**src/sv/rgbdbp_pkg.sv**
```systemverilog
// shared types and constants for the masked rgb-d back-projection block
// used by rgbdbp_div and rgbd_masked_backprojection; no dependencies
package rgbdbp_pkg;

    localparam int MAX_REGIONS_DEF = 8;

    // configuration port
    localparam int CFG_W      = 16;
    localparam int CFG_ADDR_W = 3;
    localparam logic [CFG_ADDR_W-1:0] CFG_FOCAL_X  = 3'd0;
    localparam logic [CFG_ADDR_W-1:0] CFG_FOCAL_Y  = 3'd1;
    localparam logic [CFG_ADDR_W-1:0] CFG_CENTER_X = 3'd2;
    localparam logic [CFG_ADDR_W-1:0] CFG_CENTER_Y = 3'd3;
    localparam logic [CFG_ADDR_W-1:0] CFG_NEAR     = 3'd4;
    localparam logic [CFG_ADDR_W-1:0] CFG_FAR      = 3'd5;

    localparam logic [CFG_W-1:0] FOCAL_X_RST  = 16'd8000;
    localparam logic [CFG_W-1:0] FOCAL_Y_RST  = 16'd8000;
    localparam logic [CFG_W-1:0] CENTER_X_RST = 16'd5120;
    localparam logic [CFG_W-1:0] CENTER_Y_RST = 16'd3840;
    localparam logic [CFG_W-1:0] NEAR_RST     = 16'd300;
    localparam logic [CFG_W-1:0] FAR_RST      = 16'd5000;

    // item kinds on the input tuser
    localparam int KIND_W = 2;
    localparam logic [KIND_W-1:0] KIND_FRAME  = 2'd0;
    localparam logic [KIND_W-1:0] KIND_REGION = 2'd1;
    localparam logic [KIND_W-1:0] KIND_PIXEL  = 2'd2;

    localparam int RECT_W  = 13;
    localparam int PIX_W   = 12;
    localparam int DEPTH_W = 16;
    localparam int COLOR_W = 8;
    localparam int COORD_W = 24;

    localparam logic [RECT_W-1:0] SMALL_SIDE = 13'd2;

    localparam int S_TDATA_W = 120;
    localparam int M_TDATA_W = 88;

    // divider: 32-bit magnitude over 16-bit focal, 24 quotient bits
    localparam int PROD_W      = 32;
    localparam int DIVR_W      = 16;
    localparam int QUOT_W      = 24;
    localparam int DIV_BITS    = 2;
    localparam int DIV_CYCLES  = QUOT_W / DIV_BITS;
    localparam int DIV_CNT_W   = $clog2(DIV_CYCLES + 1);

    typedef struct packed {
        logic signed [RECT_W-1:0] left;
        logic signed [RECT_W-1:0] top;
        logic [RECT_W-1:0]        width;
        logic [RECT_W-1:0]        height;
    } t_rect;

    typedef struct packed {
        logic              start;
        logic [PROD_W-1:0] dividend;
        logic [DIVR_W-1:0] divisor;
    } t_div_req;

    typedef struct packed {
        logic              done;
        logic              ovf;
        logic [QUOT_W-1:0] quot;
    } t_div_res;

endpackage

```
**src/sv/rgbd_masked_backprojection.sv**
```systemverilog
// masked rgb-d back-projection: pixels to camera-frame colored points
// depends on rgbdbp_pkg and rgbdbp_div
//
//  channel   direction  handshake                  payload
//  s_axis    in         tvalid / tready            tdata (pixel, region), tuser (kind)
//  m_axis    out        tvalid / tready            tdata (point), tuser (saturated)
//  cfg       in         we, no wait                addr, wdata
//
// a pixel that passes all tests is checked against the n regions stored; one
// 16x16 multiplier and one divider (12 iterations per coordinate) are
// shared by x and y.
// a dropped pixel leaves at acceptance or during the region scan; frame and region items are handled in idle.
// s_axis is ready only while the sequencer is idle; a finished point sits in the
// output register so the next item can be taken while m_axis is stalled.
// reset is synchronous, active low; the region store itself is not cleared.
module rgbd_masked_backprojection #(
    parameter int MAX_REGIONS = rgbdbp_pkg::MAX_REGIONS_DEF
) (
    input  logic                                  i_clk,
    input  logic                                  i_rst_n,
    input  logic                                  i_s_axis_tvalid,
    output logic                                  o_s_axis_tready,
    // rect_left, rect_top, rect_width, rect_height, col, row, depth_mm,
    // blue, green, red, 4 zero bits
    input  logic [rgbdbp_pkg::S_TDATA_W-1:0]      i_s_axis_tdata,
    // kind
    input  logic [rgbdbp_pkg::KIND_W-1:0]         i_s_axis_tuser,
    output logic                                  o_m_axis_tvalid,
    input  logic                                  i_m_axis_tready,
    // point_x, point_y, point_z, out_blue, out_green, out_red
    output logic [rgbdbp_pkg::M_TDATA_W-1:0]      o_m_axis_tdata,
    // saturated
    output logic [0:0]                            o_m_axis_tuser,
    input  logic                                  i_cfg_we,
    input  logic [rgbdbp_pkg::CFG_ADDR_W-1:0]     i_cfg_addr,
    input  logic [rgbdbp_pkg::CFG_W-1:0]          i_cfg_wdata
);
    import rgbdbp_pkg::*;

    localparam int CNT_W = $clog2(MAX_REGIONS + 1);
    localparam int IDX_W = (MAX_REGIONS > 1) ? $clog2(MAX_REGIONS) : 1;
    localparam int CMP_W = RECT_W + 2;

    localparam logic [2:0] S_IDLE  = 3'd0;
    localparam logic [2:0] S_SCAN  = 3'd1;
    localparam logic [2:0] S_MUL_X = 3'd2;
    localparam logic [2:0] S_DIV_X = 3'd3;
    localparam logic [2:0] S_MUL_Y = 3'd4;
    localparam logic [2:0] S_DIV_Y = 3'd5;
    localparam logic [2:0] S_EMIT  = 3'd6;

    // input fields
    logic [KIND_W-1:0]  in_kind;
    t_rect              in_rect;
    logic [PIX_W-1:0]   in_col, in_row;
    logic [DEPTH_W-1:0] in_depth;
    logic [COLOR_W-1:0] in_blue, in_green, in_red;

    assign in_kind        = i_s_axis_tuser;
    assign in_rect.left   = i_s_axis_tdata[12:0];
    assign in_rect.top    = i_s_axis_tdata[25:13];
    assign in_rect.width  = i_s_axis_tdata[38:26];
    assign in_rect.height = i_s_axis_tdata[51:39];
    assign in_col         = i_s_axis_tdata[63:52];
    assign in_row         = i_s_axis_tdata[75:64];
    assign in_depth       = i_s_axis_tdata[91:76];
    assign in_blue        = i_s_axis_tdata[99:92];
    assign in_green       = i_s_axis_tdata[107:100];
    assign in_red         = i_s_axis_tdata[115:108];

    // configuration registers
    logic [CFG_W-1:0] r_focal_x, r_focal_y, r_center_x, r_center_y, r_near, r_far;

    // control
    logic [2:0]       r_state;
    logic [CNT_W-1:0] r_count;
    logic [IDX_W-1:0] r_idx;
    logic             r_first_small;
    logic             r_seen;
    logic             r_div_start;
    logic             r_out_valid;

    // payload
    t_rect              r_store [MAX_REGIONS];
    logic [PIX_W-1:0]   r_col, r_row;
    logic [DEPTH_W-1:0] r_depth;
    logic [COLOR_W-1:0] r_blue, r_green, r_red;
    logic [PROD_W-1:0]  r_prod;
    logic               r_neg;
    logic [COORD_W-1:0] r_px, r_py;
    logic               r_sat_x, r_sat_y;
    logic [COORD_W-1:0] r_o_x, r_o_y;
    logic [DEPTH_W-1:0] r_o_z;
    logic [COLOR_W-1:0] r_o_blue, r_o_green, r_o_red;
    logic               r_o_sat;

    logic accept;
    logic emit_fire;
    assign o_s_axis_tready = (r_state == S_IDLE);
    assign accept          = i_s_axis_tvalid && o_s_axis_tready;
    // finished point moves into the output register
    assign emit_fire       = (r_state == S_EMIT) && (!r_out_valid || i_m_axis_tready);

    // frame classification
    logic             store_full, region_small, first_small_new, dyn_new, pix_dyn, depth_ok;
    logic [CNT_W-1:0] count_new;

    always_comb begin
        store_full      = (r_count == CNT_W'(MAX_REGIONS));
        region_small    = (in_rect.width <= SMALL_SIDE) && (in_rect.height <= SMALL_SIDE);
        first_small_new = (r_count == '0) ? region_small : r_first_small;
        count_new       = store_full ? r_count : r_count + CNT_W'(1);
        dyn_new         = (count_new > CNT_W'(1)) || !first_small_new;
        pix_dyn         = (r_count > CNT_W'(1)) || ((r_count == CNT_W'(1)) && !r_first_small);
        depth_ok        = (in_depth >= r_near) && (in_depth <= r_far);
    end

    // containment test of one stored rectangle per cycle
    t_rect                   cur;
    logic signed [CMP_W-1:0] c_s, row_s, left_s, top_s, right_s, bottom_s;
    logic                    hit, scan_last;

    always_comb begin
        cur      = r_store[r_idx];
        c_s      = signed'({3'b000, r_col});
        row_s    = signed'({3'b000, r_row});
        left_s   = signed'({{2{cur.left[RECT_W-1]}}, cur.left});
        top_s    = signed'({{2{cur.top[RECT_W-1]}}, cur.top});
        right_s  = left_s + signed'({2'b00, cur.width});
        bottom_s = top_s + signed'({2'b00, cur.height});
        hit      = (c_s >= left_s) && (c_s < right_s) && (row_s >= top_s) &&
                   (row_s < bottom_s);
        scan_last = ((CNT_W'(r_idx) + CNT_W'(1)) == r_count);
    end

    // shared multiplier: |16*pix - center| * depth
    logic              sel_y, diff_neg;
    logic [CFG_W-1:0]  pix16, ctr, diff_mag;
    logic [PROD_W-1:0] prod;

    always_comb begin
        sel_y    = (r_state == S_MUL_Y);
        pix16    = sel_y ? {r_row, 4'b0000} : {r_col, 4'b0000};
        ctr      = sel_y ? r_center_y : r_center_x;
        diff_neg = (pix16 < ctr);
        diff_mag = diff_neg ? (ctr - pix16) : (pix16 - ctr);
        prod     = PROD_W'(diff_mag) * PROD_W'(r_depth);
    end

    // shared divider
    t_div_req div_req;
    t_div_res div_res;

    always_comb begin
        div_req.start    = r_div_start;
        div_req.dividend = r_prod;
        div_req.divisor  = (r_state == S_DIV_Y) ? r_focal_y : r_focal_x;
    end

    rgbdbp_div u_div (
        .i_clk   (i_clk),
        .i_rst_n (i_rst_n),
        .i_req   (div_req),
        .o_res   (div_res)
    );

    // sign, truncation and saturation of a quotient
    logic [COORD_W-1:0] coord_val;
    logic               coord_sat;

    always_comb begin
        coord_val = div_res.quot;
        coord_sat = 1'b0;
        if (r_prod == '0) begin
            // covers zero focal with zero numerator
            coord_val = '0;
        end else if (!r_neg) begin
            if (div_res.ovf || div_res.quot[QUOT_W-1]) begin
                coord_sat = 1'b1;
                coord_val = {1'b0, {(COORD_W-1){1'b1}}};
            end
        end else begin
            if (div_res.ovf || (div_res.quot[QUOT_W-1] && (div_res.quot[QUOT_W-2:0] != '0))) begin
                coord_sat = 1'b1;
                coord_val = {1'b1, {(COORD_W-1){1'b0}}};
            end else begin
                coord_val = -div_res.quot;
            end
        end
    end

    always_ff @(posedge i_clk) begin
        if (!i_rst_n) begin
            r_focal_x  <= FOCAL_X_RST;
            r_focal_y  <= FOCAL_Y_RST;
            r_center_x <= CENTER_X_RST;
            r_center_y <= CENTER_Y_RST;
            r_near     <= NEAR_RST;
            r_far      <= FAR_RST;
        end else if (i_cfg_we) begin
            case (i_cfg_addr)
                CFG_FOCAL_X:  r_focal_x  <= i_cfg_wdata;
                CFG_FOCAL_Y:  r_focal_y  <= i_cfg_wdata;
                CFG_CENTER_X: r_center_x <= i_cfg_wdata;
                CFG_CENTER_Y: r_center_y <= i_cfg_wdata;
                CFG_NEAR:     r_near     <= i_cfg_wdata;
                CFG_FAR:      r_far      <= i_cfg_wdata;
                default: ;
            endcase
        end
    end

    always_ff @(posedge i_clk) begin
        if (!i_rst_n) begin
            r_state       <= S_IDLE;
            r_count       <= '0;
            r_idx         <= '0;
            r_first_small <= 1'b0;
            r_seen        <= 1'b0;
            r_div_start   <= 1'b0;
            r_out_valid   <= 1'b0;
        end else begin
            r_div_start <= (r_state == S_MUL_X) || (r_state == S_MUL_Y);
            r_out_valid <= emit_fire || (r_out_valid && !i_m_axis_tready);
            case (r_state)
                S_IDLE: begin
                    if (accept) begin
                        case (in_kind)
                            KIND_FRAME: begin
                                r_count <= '0;
                            end
                            KIND_REGION: begin
                                r_count       <= count_new;
                                r_first_small <= first_small_new;
                                if (dyn_new) begin
                                    r_seen <= 1'b1;
                                end
                            end
                            KIND_PIXEL: begin
                                if (pix_dyn) begin
                                    r_seen <= 1'b1;
                                end
                                // static frame after a dynamic one drops the pixel
                                if ((pix_dyn || !r_seen) && depth_ok) begin
                                    r_idx   <= '0;
                                    r_state <= (r_count == '0) ? S_MUL_X : S_SCAN;
                                end
                            end
                            default: ;
                        endcase
                    end
                end
                S_SCAN: begin
                    if (hit) begin
                        r_state <= S_IDLE;
                    end else if (scan_last) begin
                        r_state <= S_MUL_X;
                    end else begin
                        r_idx <= r_idx + IDX_W'(1);
                    end
                end
                S_MUL_X: begin
                    r_state <= S_DIV_X;
                end
                S_DIV_X: begin
                    if (div_res.done) begin
                        r_state <= S_MUL_Y;
                    end
                end
                S_MUL_Y: begin
                    r_state <= S_DIV_Y;
                end
                S_DIV_Y: begin
                    if (div_res.done) begin
                        r_state <= S_EMIT;
                    end
                end
                S_EMIT: begin
                    if (emit_fire) begin
                        r_state <= S_IDLE;
                    end
                end
                default: begin
                    r_state <= S_IDLE;
                end
            endcase
        end
    end

    always_ff @(posedge i_clk) begin
        if (accept && (in_kind == KIND_REGION) && !store_full) begin
            r_store[r_count[IDX_W-1:0]] <= in_rect;
        end
        if (accept && (in_kind == KIND_PIXEL)) begin
            r_col   <= in_col;
            r_row   <= in_row;
            r_depth <= in_depth;
            r_blue  <= in_blue;
            r_green <= in_green;
            r_red   <= in_red;
        end
        if ((r_state == S_MUL_X) || (r_state == S_MUL_Y)) begin
            r_prod <= prod;
            r_neg  <= diff_neg;
        end
        if ((r_state == S_DIV_X) && div_res.done) begin
            r_px    <= coord_val;
            r_sat_x <= coord_sat;
        end
        if ((r_state == S_DIV_Y) && div_res.done) begin
            r_py    <= coord_val;
            r_sat_y <= coord_sat;
        end
        if (emit_fire) begin
            r_o_x     <= r_px;
            r_o_y     <= r_py;
            r_o_z     <= r_depth;
            r_o_blue  <= r_blue;
            r_o_green <= r_green;
            r_o_red   <= r_red;
            r_o_sat   <= r_sat_x || r_sat_y;
        end
    end

    assign o_m_axis_tvalid = r_out_valid;
    assign o_m_axis_tdata  = {r_o_red, r_o_green, r_o_blue, r_o_z, r_o_y, r_o_x};
    assign o_m_axis_tuser  = r_o_sat;

endmodule

```
**src/sv/rgbdbp_div.sv**
```systemverilog
// iterative unsigned divider, two quotient bits per cycle
// depends on rgbdbp_pkg; flags overflow when the quotient needs more than QUOT_W bits
module rgbdbp_div (
    input  logic                i_clk,
    input  logic                i_rst_n,
    input  rgbdbp_pkg::t_div_req i_req,
    output rgbdbp_pkg::t_div_res o_res
);
    import rgbdbp_pkg::*;

    localparam int HEAD_W = PROD_W - QUOT_W;

    logic [DIVR_W:0]    r_rem, n_rem;
    logic [QUOT_W-1:0]  r_low, n_low;
    logic [QUOT_W-1:0]  r_q, n_q;
    logic [DIVR_W-1:0]  r_divisor;
    logic               r_ovf;
    logic               r_busy;
    logic               r_done;
    logic [DIV_CNT_W-1:0] r_cnt;

    always_comb begin
        n_rem = r_rem;
        n_low = r_low;
        n_q   = r_q;
        for (int k = 0; k < DIV_BITS; k++) begin
            n_rem = {n_rem[DIVR_W-1:0], n_low[QUOT_W-1]};
            n_low = {n_low[QUOT_W-2:0], 1'b0};
            if (n_rem >= {1'b0, r_divisor}) begin
                n_rem = n_rem - {1'b0, r_divisor};
                n_q   = {n_q[QUOT_W-2:0], 1'b1};
            end else begin
                n_q   = {n_q[QUOT_W-2:0], 1'b0};
            end
        end
    end

    always_ff @(posedge i_clk) begin
        if (!i_rst_n) begin
            r_busy <= 1'b0;
            r_done <= 1'b0;
            r_cnt  <= '0;
        end else begin
            r_done <= 1'b0;
            if (i_req.start) begin
                r_busy <= 1'b1;
                r_cnt  <= DIV_CNT_W'(DIV_CYCLES);
            end else if (r_busy) begin
                r_cnt <= r_cnt - DIV_CNT_W'(1);
                if (r_cnt == DIV_CNT_W'(1)) begin
                    r_busy <= 1'b0;
                    r_done <= 1'b1;
                end
            end
        end
    end

    always_ff @(posedge i_clk) begin
        if (i_req.start) begin
            // top bits form the first partial remainder; if they reach the
            // divisor the quotient cannot fit
            r_rem     <= {{(DIVR_W + 1 - HEAD_W){1'b0}}, i_req.dividend[PROD_W-1:QUOT_W]};
            r_ovf     <= DIVR_W'(i_req.dividend[PROD_W-1:QUOT_W]) >= i_req.divisor;
            r_low     <= i_req.dividend[QUOT_W-1:0];
            r_q       <= '0;
            r_divisor <= i_req.divisor;
        end else if (r_busy) begin
            r_rem <= n_rem;
            r_low <= n_low;
            r_q   <= n_q;
        end
    end

    always_comb begin
        o_res.done = r_done;
        o_res.ovf  = r_ovf;
        o_res.quot = r_q;
    end

endmodule
```
**config.mk**
```make
export PLATFORM = sky130hd
export DESIGN_NAME = rgbd_masked_backprojection
export DESIGN_NICKNAME = d
export VERILOG_FILES = /design/src/sv/rgbdbp_pkg.sv /design/src/sv/rgbd_masked_backprojection.sv /design/src/sv/rgbdbp_div.sv
export SDC_FILE = /design/constraint.sdc
export NUM_CORES = 2
export LEC_CHECK = 0
export ABC_CLOCK_PERIOD_IN_PS = 11200
export BUFFER_PORTS_ARGS = -buffer_cell sky130_fd_sc_hd__buf_2
export CORE_MARGIN = 4
export CORE_UTILIZATION = 62
export DETAILED_ROUTE_END_ITERATION = 10
export PLACE_DENSITY = 0.82
export SYNTH_ARGS = -nofsm -noshare
export SYNTH_HDL_FRONTEND = slang
export SYNTH_SLANG_ARGS = --single-unit
export TNS_END_PERCENT = 20
```
**constraint.sdc**
```tcl
create_clock -name i_clk -period 11.2 [get_ports i_clk]
set_clock_uncertainty 0.2 [all_clocks]
set_input_delay 3.36 -clock i_clk [delete_from_list [all_inputs] [get_ports i_clk]]
set_output_delay 3.36 -clock i_clk [all_outputs]
set_load 0.01 [all_outputs]
```
==> impl_results.html <==
<table>
<tr><th>Metric</th><th>Value</th></tr>
<tr><th colspan="2">Status</th></tr>
<tr><td>Outcome</td><td>finished clean</td></tr>
<tr><th colspan="2">GRT</th></tr>
<tr><td>Largest net degree at the start of global routing</td><td>between 90 and 100</td></tr>
<tr><td>Number of antenna violations at the first check in global routing</td><td>12</td></tr>
<tr><td>Peak-usage layer in the global routing report</td><td>met2</td></tr>
<tr><td>GR Overflow Total</td><td>0</td></tr>
<tr><td>Fraction of met2 tracks used by global routing</td><td>0.4690</td></tr>
<tr><td>Global-route track usage on met1</td><td>0.3617</td></tr>
<tr><td>All-Layer GR Usage</td><td>0.2777</td></tr>
<tr><td>Met3 Usage GRT</td><td>0.04494</td></tr>
<tr><td>First-pass GRT wire length</td><td>roughly 170 mm</td></tr>
<tr><td>Via count of the first global-routing pass</td><td>between 30000 and 40000</td></tr>
<tr><th colspan="2">Placed design</th></tr>
<tr><td>IO Port Bufs</td><td>232</td></tr>
<tr><td>Worst setup slack after placement</td><td>0.6455 ns</td></tr>
<tr><td>Final estimated routing congestion in global placement</td><td>0.8900</td></tr>
<tr><td>Post-detailed-placement half-perimeter wirelength</td><td>a little over 70 mm</td></tr>
<tr><td>Total placed instance area</td><td>0.04851 sq mm</td></tr>
<tr><th colspan="2">Logic synthesis</th></tr>
<tr><td>Share of flip-flops with an asynchronous set or reset</td><td>0</td></tr>
<tr><td>Synthesized instance count</td><td>3661</td></tr>
<tr><td>Number of enable-type register cells in the synthesized netlist</td><td>701</td></tr>
<tr><td>Biggest area contributors in the synthesized netlist</td><td>sky130_fd_sc_hd__edfxtp_1 46%, sky130_fd_sc_hd__fa_1 8.6%, sky130_fd_sc_hd__ha_1 7.6%, sky130_fd_sc_hd__dfxtp_1 6.5%, sky130_fd_sc_hd__mux4_2 5.1%</td></tr>
<tr><td>Count of cell types in the netlist</td><td>84</td></tr>
<tr><td>Net count after synthesis</td><td>~4300</td></tr>
<tr><td>Synth warnings</td><td>0</td></tr>
<tr><td>FF+latch count, synth</td><td>852</td></tr>
<tr><td>Fraction of post-synthesis cell area in the top cell type by area</td><td>0.4553</td></tr>
<tr><td>Summed instance area of the synthesized netlist</td><td>0.04623 sq mm</td></tr>
<tr><td>Top FF cell, synth</td><td>sky130_fd_sc_hd__edfxtp_1</td></tr>
<tr><td>Seq/Total Area, Yosys</td><td>0.5207</td></tr>
<tr><td>Synth Area per Inst</td><td>12.63 sq um</td></tr>
<tr><td>Most area-hungry cell type in the Yosys netlist</td><td>sky130_fd_sc_hd__edfxtp_1</td></tr>
<tr><th colspan="2">STA</th></tr>
<tr><td>Setup violators final</td><td>0</td></tr>
<tr><td>PnR worst setup slack</td><td>0.6750 ns</td></tr>
<tr><td>Min cycle time layout</td><td>10.52 ns</td></tr>
<tr><td>Worst hold slack</td><td>0.2003 ns</td></tr>
<tr><td>Measured slew at the worst slew-check pin</td><td>1.242 ns</td></tr>
<tr><td>Final worst-path cycle share</td><td>0.9397</td></tr>
<tr><td>Max Transition Viols Final</td><td>0</td></tr>
<tr><td>Max-slew headroom at the worst pin</td><td>0.1660</td></tr>
<tr><td>Fmax achieved</td><td>about 95 MHz</td></tr>
<tr><td>RSZ-0062 raised after global routing</td><td>no</td></tr>
<tr><td>Final sum of negative setup slack</td><td>0 ns</td></tr>
<tr><td>Final hold violations</td><td>0</td></tr>
<tr><th colspan="2">Floorplanning</th></tr>
<tr><td>Chip Height</td><td>281.1 microns</td></tr>
<tr><td>Total Die Area</td><td>roughly 0.079 sq mm</td></tr>
<tr><td>Width of the chip</td><td>281.1 microns</td></tr>
<tr><td>Top Ports</td><td>237</td></tr>
<tr><td>Placeable core region</td><td>0.07345 sq mm</td></tr>
<tr><td>Initial cell density of the core</td><td>0.6294</td></tr>
<tr><td># rows</td><td>roughly 100</td></tr>
<tr><th colspan="2">Routing</th></tr>
<tr><td>Avg WL per Cell</td><td>22.12 microns</td></tr>
<tr><td>First DRT Iteration DRCs</td><td>2699</td></tr>
<tr><td>1st-pass router iterations</td><td>5</td></tr>
<tr><td>Sum of routed wire length over all layers</td><td>108.9 mm</td></tr>
<tr><td>Number of vias per cell</td><td>6.069</td></tr>
<tr><td>Residual DRC count</td><td>0</td></tr>
<tr><td>Total number of vias</td><td>29880</td></tr>
<tr><td>Remaining number of nets flagged by the antenna check after routing</td><td>0</td></tr>
<tr><th colspan="2">Finish</th></tr>
<tr><td>Synthesis-to-finish area growth</td><td>11.02%</td></tr>
<tr><td>Ratio of cells with drive above 1 in the final layout</td><td>0.1656</td></tr>
<tr><td>Total of fill cells in the finished design</td><td>4904</td></tr>
<tr><td>Net count, final</td><td>between 4000 and 5000</td></tr>
<tr><td>Cell area after layout</td><td>slightly above 0.05 sq mm</td></tr>
<tr><th colspan="2">Critical path</th></tr>
<tr><td>Maximum fanout count along the critical path</td><td>17</td></tr>
<tr><td>Cell with the biggest individual delay on the critical path</td><td>sky130_fd_sc_hd__a21oi_1</td></tr>
<tr><td>Required time at the endpoint of the critical path</td><td>11.38 ns</td></tr>
<tr><td>Most prevalent standard cell on the critical path</td><td>sky130_fd_sc_hd__fa_1</td></tr>
<tr><td>Nature of the critical path endpoint</td><td>flip-flop</td></tr>
<tr><td>Element type at the critical path start</td><td>flip-flop</td></tr>
<tr><td>Critical setup path kind</td><td>reg2reg</td></tr>
<tr><td>Critical path arrival</td><td>10.71 ns</td></tr>
<tr><td>Crit path largest cell delay</td><td>0.62 ns</td></tr>
<tr><th colspan="2">Hold path</th></tr>
<tr><td>Class of the most critical hold timing path</td><td>reg2reg</td></tr>
<tr><th colspan="2">Pwr</th></tr>
<tr><td>Worst IR drop on VDD</td><td>0.7378 mV</td></tr>
<tr><td>Pwr dens</td><td>305.0 mW/mm^2</td></tr>
<tr><td>Standby leakage power</td><td>19.98 nW</td></tr>
<tr><th colspan="2">Flow run</th></tr>
<tr><td>MaxCap Viol Count</td><td>0</td></tr>
<tr><th colspan="2">Clock network</th></tr>
<tr><td>Cts bufs inserted</td><td>86</td></tr>
<tr><td>Maximum buffer depth of the clock tree</td><td>3</td></tr>
<tr><td>CTS tree</td><td>yes</td></tr>
<tr><td>Clock latency of the later-clocked register in the worst-skew pair</td><td>0.67 ns</td></tr>
<tr><td>Depth of the CTS H-tree</td><td>3</td></tr>
<tr><td>Number of sinks driven by the clock tree</td><td>852</td></tr>
<tr><td>Number of buffers inserted by post-CTS setup repair</td><td>0</td></tr>
<tr><td>Clock tree root driver cell</td><td>sky130_fd_sc_hd__clkbuf_16</td></tr>
<tr><td>Clock input transition at the sequential cells of the worst setup and hold paths</td><td>around 0.060 ns</td></tr>
<tr><td>Resize count post-CTS</td><td>0</td></tr>
<tr><td>Post-CTS Hold Fix Bufs</td><td>0</td></tr>
</table>
[state kept, by name, indices dropped and copies added, names as in the netlist, 24 cells and up, named ones only]
name	cells
r_o_y	24
r_o_x	24
r_prod	32
r_px	24
r_py	24
r_store	416
u_div.r_q	24
u_div.r_low	24
[placed cells by master, fill, tap and decap left out, types with 82 or more instances in the layout]
cell type	count
sky130_fd_sc_hd__edfxtp_1	701
sky130_fd_sc_hd__nand2_1	409
sky130_fd_sc_hd__inv_1	370
sky130_fd_sc_hd__ha_1	281
sky130_fd_sc_hd__buf_2	232
sky130_fd_sc_hd__fa_1	199
sky130_fd_sc_hd__a21oi_1	193
sky130_fd_sc_hd__dfxtp_1	146
sky130_fd_sc_hd__nor2_1	143
sky130_fd_sc_hd__and2_1	122
sky130_fd_sc_hd__mux4_2	104
sky130_fd_sc_hd__clkbuf_16	86
sky130_fd_sc_hd__mux2_2	83
sky130_fd_sc_hd__mux2i_1	82
[report_power, final]
part           internal, mW  switching (mW)
combinational          3.78            4.83
sequential             4.05           0.196
clock                  1.58            1.22
total                  9.41            6.24
[cell usage after synthesis, types with 9 or more instances]
library cell / n
sky130_fd_sc_hd__nor2b_1: 24
sky130_fd_sc_hd__inv_1: 371
sky130_fd_sc_hd__o211ai_1: 20
sky130_fd_sc_hd__a21o_1: 54
sky130_fd_sc_hd__mux2i_1: 82
sky130_fd_sc_hd__fa_1: 199
sky130_fd_sc_hd__and2_1: 122
sky130_fd_sc_hd__or3_1: 13
sky130_fd_sc_hd__nor3_1: 48
sky130_fd_sc_hd__mux2_2: 83
sky130_fd_sc_hd__o21a_1: 15
sky130_fd_sc_hd__buf_1: 29
sky130_fd_sc_hd__o21ai_0: 73
sky130_fd_sc_hd__nand2_1: 409
sky130_fd_sc_hd__ha_1: 281
sky130_fd_sc_hd__clkbuf_1: 90
sky130_fd_sc_hd__xnor2_1: 59
sky130_fd_sc_hd__a211oi_1: 45
sky130_fd_sc_hd__dfxtp_1: 151
sky130_fd_sc_hd__edfxtp_1: 701
sky130_fd_sc_hd__nor4_1: 24
sky130_fd_sc_hd__mux4_2: 104
sky130_fd_sc_hd__nand4_1: 21
sky130_fd_sc_hd__and3_1: 9
sky130_fd_sc_hd__buf_2: 17
sky130_fd_sc_hd__nand3_1: 46
sky130_fd_sc_hd__nor3b_1: 17
sky130_fd_sc_hd__o21bai_1: 18
sky130_fd_sc_hd__or2_2: 9
sky130_fd_sc_hd__nor2_1: 150
sky130_fd_sc_hd__nand2b_1: 30
sky130_fd_sc_hd__a21oi_1: 194
sky130_fd_sc_hd__a31oi_1: 17
sky130_fd_sc_hd__xor2_1: 33
[worst paths after layout]
check | startpoint | to | slack, ns | cells past startpoint
worst max-delay path | r_state[2] | r_prod[31] | 0.68 | 36
worst min-delay path | r_blue[7] | r_o_blue[7] | 0.20 | 0
worst max register to register | r_state[2] | r_prod[31] | 0.68 | 36
worst min register to register | r_blue[7] | r_o_blue[7] | 0.20 | 0
[routing by layer]
| layer | up-vias | routed length (microns) |
|---|---|---|
| li1 | 13530 | - |
| met1 | 14840 | 41730 |
| met2 | 1252 | 54220 |
| met3 | 262 | 8247 |
| met4 | 2 | 4720 |
| met5 | - | 19 |
[area by class of cell]
cell class / instances / area (sq um) / area share
diodes: 10 / 25.02 / 0.0004875
clock buffers: 107 / 2321 / 0.04522
clock inverters: 43 / 460.4 / 0.008971
inverters: 371 / 1393 / 0.02713
multi-input cells: 2299 / 20300 / 0.3955
flip-flops and latches: 852 / 24090 / 0.4693
well taps: 959 / 1200 / 0.02338
repair buffers: 283 / 1544 / 0.03008
[kinds of logic (layout without fill, tap and decap cells)]
family                     after synthesis  in the layout  synth area share
muxes                                  270            270           0.08887
buffers and inverters                  510            804           0.04219
DFF                                    852            852            0.5207
and+or+nand+nor                        942            942           0.09683
adders and majority gates              480            480            0.1622
xor gates and xnor gates                92             92           0.01743
AOI/OAI and AO/OA                      515            515           0.07177
other                                    0             10                 0
[stage by stage]
step / utilization / power [mW] / std cells
2_1_floorplan: - / 11.06 / 3661
3_3_place_gp: 0.6605 / 12.61 / 4764
3_5_place_dp: 0.6605 / 12.78 / 4764
4_1_cts: 0.6983 / 15.68 / 4914
5_1_grt: 0.6987 / 17.02 / 4921
6_report: 0.6988 / 15.65 / 4924
[critical path: cells and delay by family (launching register included)]
kind,cells,cell delay [ns]
AO/OA/AOI/OAI,14,3.67
flip-flops,1,0.52
multiplexers,1,0.31
adder cells (fa/ha/maj),8,3.48
AND/OR/NAND/NOR,4,0.58
buffers and inverters,8,1.40
XOR/XNOR,1,0.08
(Power assumes the default switching activity.)
